<file path="src/rtl/core/tlpt_pkg.sv">
// ============================================================================
// Two-level page table mapper package
// Shared constants, codes and handshake structs for the mapper core.
// ============================================================================
`default_nettype none

package tlpt_pkg;

    localparam int ADDR_W          = 32;
    localparam int IDX_W           = 10;
    localparam int DIR_ENTRIES     = 1024;
    localparam int PAGE_SHIFT      = 12;
    localparam int DEF_TABLE_SLOTS = 16;

    localparam logic [ADDR_W-1:0]     ABSENT_VALUE = 32'h0000_0002;
    localparam logic [PAGE_SHIFT-1:0] FLAGS_PW     = 12'h003;

    typedef enum logic [1:0] {
        STATUS_MAPPED = 2'd0,
        STATUS_NEW    = 2'd1,
        STATUS_FULL   = 2'd2
    } tlpt_status_t;

    typedef enum logic [2:0] {
        ST_INIT,
        ST_IDLE,
        ST_LOOKUP,
        ST_FILL,
        ST_RESULT
    } tlpt_state_t;

    // Requests from the sequencer to the table store.
    typedef struct packed {
        logic fill_start;
        logic wr_en;
    } tlpt_tbl_ctrl_t;

    // Progress of the table store's fill sweep.
    typedef struct packed {
        logic             busy;
        logic [IDX_W-1:0] idx;
    } tlpt_tbl_stat_t;

endpackage

`default_nettype wire

</file>
<file path="src/rtl/core/tlpt_table_store.sv">
// ============================================================================
// Page table store
// Holds every table slot in one synchronous memory and runs the 1024-entry
// fill sweep: identity map of slot 0 after reset, not-present words on
// allocation of a new slot.
// ============================================================================
`default_nettype none

module tlpt_table_store
    import tlpt_pkg::*;
#(
    parameter int TABLE_SLOTS = DEF_TABLE_SLOTS,
    parameter int SLOT_W      = 4
) (
    input  wire logic                aclk,
    input  wire logic                aresetn,
    input  wire tlpt_tbl_ctrl_t      ctrl,
    input  wire logic [SLOT_W-1:0]   wr_slot,
    input  wire logic [IDX_W-1:0]    wr_index,
    input  wire logic [ADDR_W-1:0]   wr_data,
    output tlpt_tbl_stat_t           stat
);

    localparam int DEPTH = TABLE_SLOTS * DIR_ENTRIES;

    logic [ADDR_W-1:0] mem [DEPTH];

    logic              busy_reg, busy_next;
    logic              ident_reg, ident_next;
    logic [SLOT_W-1:0] slot_reg, slot_next;
    logic [IDX_W-1:0]  idx_reg, idx_next;

    logic                    we;
    logic [SLOT_W+IDX_W-1:0] waddr;
    logic [ADDR_W-1:0]       wdata;

    always_comb begin
        busy_next  = busy_reg;
        ident_next = ident_reg;
        slot_next  = slot_reg;
        idx_next   = idx_reg;
        we         = 1'b0;
        waddr      = {wr_slot, wr_index};
        wdata      = wr_data;
        if (busy_reg) begin
            we    = 1'b1;
            waddr = {slot_reg, idx_reg};
            // Slot 0 after reset maps the first 4 MiB one to one.
            wdata = ident_reg ? {{(ADDR_W-IDX_W-PAGE_SHIFT){1'b0}}, idx_reg, FLAGS_PW}
                              : ABSENT_VALUE;
            idx_next = idx_reg + 1'b1;
            if (idx_reg == IDX_W'(DIR_ENTRIES - 1)) begin
                busy_next  = 1'b0;
                ident_next = 1'b0;
            end
        end else if (ctrl.fill_start) begin
            busy_next = 1'b1;
            slot_next = wr_slot;
            idx_next  = '0;
        end else if (ctrl.wr_en) begin
            we = 1'b1;
        end
    end

    always_ff @(posedge aclk) begin
        if (!aresetn) begin
            busy_reg  <= 1'b1;
            ident_reg <= 1'b1;
            slot_reg  <= '0;
            idx_reg   <= '0;
        end else begin
            busy_reg  <= busy_next;
            ident_reg <= ident_next;
            slot_reg  <= slot_next;
            idx_reg   <= idx_next;
        end
    end

    always_ff @(posedge aclk) begin
        if (we) begin
            mem[waddr] <= wdata;
        end
    end

    assign stat.busy = busy_reg;
    assign stat.idx  = idx_reg;

endmodule

`default_nettype wire

</file>
<file path="config.mk">
export PLATFORM = sky130hd
export DESIGN_NAME = tlpt_table_store
export DESIGN_NICKNAME = d
export VERILOG_FILES = /design/src/rtl/core/tlpt_pkg.sv /design/src/rtl/core/tlpt_table_store.sv
export SDC_FILE = /design/constraint.sdc
export NUM_CORES = 1
export LEC_CHECK = 0
export ABC_AREA = 1
export BUFFER_PORTS_ARGS = -buffer_cell sky130_fd_sc_hd__buf_4
export CAP_MARGIN = 20
export CORE_ASPECT_RATIO = 0.75
export CORE_MARGIN = 3
export CORE_UTILIZATION = 29
export CTS_CLUSTER_DIAMETER = 200
export DETAILED_ROUTE_END_ITERATION = 8
export PLACE_DENSITY = 0.73
export SETUP_SLACK_MARGIN = 0.3
export SLEW_MARGIN = 20
export SYNTH_ARGS = -nofsm -noshare
export SYNTH_HDL_FRONTEND = slang
export SYNTH_SLANG_ARGS = --single-unit
</file>
<file path="constraint.sdc">
create_clock -name aclk -period 1.2 [get_ports aclk]
set_clock_uncertainty 0.1 [all_clocks]
set_input_delay 0.24 -clock aclk [delete_from_list [all_inputs] [get_ports aclk]]
set_output_delay 0.24 -clock aclk [all_outputs]
set_load 0.02 [all_outputs]
</file>
### Word level (Yosys, flattened, before mapping)

Cells that the tools add are included.

| storage, ports and cells | value |
|---|---|
| register bits after elaboration | 11 |
| word-level logic and storage cells | 10 |
| output and inout bits | 11 |

| operators by class | value |
|---|---|
| $add $sub $neg | 1 |
| reduce and logical (&&, ||, !) cells | 1 |
| multiplexer cells | 5 |
| equal/unequal tests | 1 |

Operators by type and width:

| cell | count |
|---|---|
| $mux 10 | 2 |
| $add 10x1->10 const B | 1 |
| $eq 10x10->1 const B | 1 |
| $mux 1 | 3 |
| $reduce_bool 2->1 | 1 |

### Depth between registers and ports, before layout

| depth | value |
|---|---|
| depth in word-level cells | 3 |
| gate-level depth with buffers | 8 |

### Worst setup path before layout

No wires, ideal clock.

| path | value |
|---|---|
| path type | reg2reg |
| from | reg idx_reg[0] |
| to | reg idx_reg[4] |
| path buffers | 0 |
| data arrival time | 1.136 ns |
| slack | -0.149 ns |
| period minus slack after synthesis | 1.349 ns |
| stages on the path, launching flop included | 7 |
| setup time | 0.113 ns |
| path through | dfxtp_1 ha_1 nand2_1 nor2_1 nand2_1 o21ai_1 inv_1 |

| between the ends | value |
|---|---|
| word-level cells in the longest chain between the ends | 2 |

RTL lines:

| what | line | RTL |
|---|---|---|
| start: declaration | tlpt_table_store.sv:31 | `logic [IDX_W-1:0] idx_reg, idx_next;` |
| start signal: assignment | tlpt_table_store.sv:75 | `idx_reg <= idx_next;` |
| $add 10x1->10 | tlpt_table_store.sv:51 | `idx_next = idx_reg + 1'b1;` |
| $mux 10 | tlpt_table_store.sv:45 | `if (busy_reg) begin` |

No other way between the ends.
A chain may end at the register's enable or synchronous reset.

### Final worst setup path

| path | value |
|---|---|
| from | reg idx_reg[1] |
| to | reg idx_reg[6] |

The elaborated chain is that of the path after synthesis.

==> results list <==
- Synthesis produced a netlist with a net count of about 130.
- Initial antenna violation count: 0
- After the last flow step, the layout net total stands at 160.
* Crit Path Category: register to register
- Worst skew pair latency: 0.27 ns
* Total half-perimeter wirelength after legalization and detailed placement: 966 um
- HP Start: aresetn
- Total clock buffers created by CTS: 3
- Kind of path behind the tightest hold check: input port to register
- In this run the mean area of a mapped cell was approximately 6.8 um2.
- In the final routed layout, each cell accounts on average for 11.5 um.
- Number of flip-flops in the largest register: 10
* Clock period minus worst slack: 1.17 ns
- In this run the worst setup path begins at idx_reg[1].
- Placement row count: 12
- Run status: completed
- Cell at the root of the clock tree: clkbuf_4
- The routed design has 1480 um of wire.
- On the worst path, the slowest cell contributes a delay of 0.39 ns.
- Cells along the critical path: ha_4, nand2_4, nor2_4, nand2_2, o21ai_2, inv_1
- The worst setup path is launched from a register.
- During synthesis, Yosys emitted a total of 0 warnings.
* Number of H-tree levels: 1
* Wire length of the first global-routing pass: ~2400 um
* Remaining global-route overflow: 0
- Initial core utilization: 33.7%
- IR analysis of the VDD net gives a maximum drop of around 0.52 mV.
- Dpl cell area: 718 um2
- Data required, critical path: roughly 1.3 ns
- The synthesized design contains 11 register bits.
* Cell family with most CP delay: flip-flops
- CP endpoint kind: register
* Power Dens Cells: between 700 and 800 mW/mm2
- Iteration-0 DRC count of the detailed router: 16
* Critical path fanouts, max: 4
- The floorplan step set the die width to between 50 and 60 um.
* Clock-pin slew on the worst setup and hold paths: 0.08 ns
- # setup viols final: 0
* Clk pwr share: between 30% and 40%
- Worst slack, placed: 0.0159 ns
- Of the total power, combinational logic draws roughly 12%.
- The congestion estimate from routability-driven global placement came to 0.810.
- Switch share: between 20% and 30%
- The number of buffers and inverters on the critical path is 1.
- Count of cell types in the netlist: 19
- Number of port buffers: 13
* Summed area of non-filler cells in the final layout: 965 um2
- For this design the top-level I/O count stands at 61.
- Setup repair after global routing could not meet its margin everywhere.
* Signal arrival time at the worst endpoint: ~1.2 ns
- Based on the critical path, the design can be clocked at up to 854 MHz.
* Count of TritonRoute iterations in the first routing pass: 4
- Aggregate global-route resource usage: 12.8%
* Final hold violations: 0
- The repair_antennas step left the layout with diodes totalling 0.
- Vias per std cell: approximately 4.7
- For the pin with the worst max-slew slack, the measured transition is 0.176 ns.
- R2R Path Start: idx_reg[1]
- TritonCTS built the clock tree.
- In the final layout, the share of cells above drive strength 1 is 58.3%.
* Antenna Violating Nets Remaining: 0
- Total core area: approximately 0.0016 mm2
- Summing the sequential cell areas from Yosys gives 39.9% of the chip area.
* Vias: 600
- After technology mapping, the gate count stands at 81.
- For this design, the sink count on the clock tree is 11.
- Leak Pwr: 0.460 nW
- Drc violations: 0
- The via count of the first global-routing pass came to 515.
- Headroom to the max-slew limit came out at 88.2%.
- Clock buffer depth: 2
- In this run, flip-flops and latches consume 52.2% of the power.
- In this run the vertical extent of the chip is 43.8 um.
* Max capacitance violation total: 0
- Entering global routing, the biggest net connects 7 pins.
- Setup slack on the critical path of the routed design comes to 0.0286 ns.
* Slowest cell on the critical path: dfxtp_4
- Switching power total: 193 uW
- The final count of pins violating max slew is 0.
- The internal portion of the total power is 540 uW.
* DIE AREA: around 0.0025 mm2
* Part of the cycle the worst path needs: 97.6%
* Cell area after technology mapping: ~550 um2
* Synthesis-to-finish area growth: 74.8%
-- metrics by stage --
| stage | setup TNS [ns] | utilization [%] | power, mW | std cells | hold slack (ns) |
|---|---|---|---|---|---|
| after floorplan | 0 | - | 0.427 | 81 | 0.255 |
| after global placement | 0 | 43.9 | 0.454 | 115 | 0.360 |
| after detailed placement | 0 | 43.9 | 0.456 | 115 | 0.364 |
| after CTS | 0 | 55.4 | 0.727 | 125 | 0.138 |
| after global routing | -0.103 | 58.9 | 0.786 | 129 | 0.129 |
| final | 0 | 58.9 | 0.733 | 129 | 0.149 |
-- placed cells by master (no fill, tap or decap), types with 4 or more instances in the layout --
master   instances
nand2_4          4
inv_1           10
buf_6           14
nor2_4           5
nor2_1           5
buf_4           10
nand2_1         15
nand2_2          5
dfxtp_4          6
dfxtp_2          5
-- worst reg2reg max path, stage by stage, from the launching register on --
cell	delay (ns)
dfxtp_4	0.39
ha_4	0.15
nand2_4	0.06
nor2_4	0.15
nand2_2	0.08
o21ai_2	0.11
inv_1	0.04
-- routing by layer --
layer | wire length [um] | up-vias | part of all wire (%) | track usage (%)
met5 | 0 | - | 0 | 0
met4 | 0 | 0 | 0 | 1.42
met3 | 90 | 0 | 6.1 | 6.55
met2 | 699 | 16 | 47 | 18.2
met1 | 691 | 271 | 47 | 17.8
li1 | - | 313 | - | -
-- layout make-up --
class                           count  area (um2)
Clock buffer                        4        26.3
Multi-Input combinational cell     56         379
Tap cell                           21        26.3
Inverter                           13        51.3
Timing Repair Buffer               24         233
Sequential cell                    11         249
Fill cell                         150         672
-- cell families (layout without fill, tap and decap cells) --
| family | Yosys count | count (layout) | synth area share (%) |
|---|---|---|---|
| AO/OA/AOI/OAI | 9 | 9 | 9.07 |
| adder cells (fa/ha/maj) | 1 | 1 | 2.27 |
| buffers and inverters | 14 | 41 | 10.2 |
| flip-flops | 11 | 11 | 39.9 |
| AND/OR/NAND/NOR | 46 | 46 | 38.5 |
-- synthesized netlist by cell type, drive strengths merged --
master | number | area share, %
a21boi | 1 | 1.4
a21oi | 4 | 3.6
buf | 1 | 1.4
dfxtp | 11 | 40
ha | 1 | 2.3
inv | 13 | 8.8
nand2 | 24 | 18
nand3 | 6 | 6.3
nand4 | 2 | 2.3
nor2 | 10 | 8.2
nor3 | 3 | 2.7
nor3b | 1 | 1.4
o211ai | 1 | 1.4
o21ai | 3 | 2.7
-- what timing repair did --
item                                    4_1_cts  5_1_grt
gates resized for setup                      35        7
endpoints found under the setup margin       22       22
buffers inserted                              6        4
pin swaps                                     5        4
hold buffers                                  0        0
gates cloned                                  0        0
-- path summary, 6_finish.rpt --
| check | slack, ns | cells past startpoint | endpoint |
|---|---|---|---|
| max | 0.03 | 6 | idx_reg[6] |
| min | 0.15 | 3 | idx_reg[8] |
| max reg2reg | 0.03 | 6 | idx_reg[6] |
| min reg2reg | 0.39 | 2 | idx_reg[8] |
-- power groups by stage --
stage	Combinational (mW)	Sequential [mW]	Clock, mW
after global placement	0.0635	0.391	0
after CTS	0.0767	0.383	0.267
after floorplan	0.0267	0.400	0
final	0.0910	0.383	0.259
after global routing	0.100	0.385	0.300
after detailed placement	0.0645	0.392	0
(Power assumes the default switching activity.)
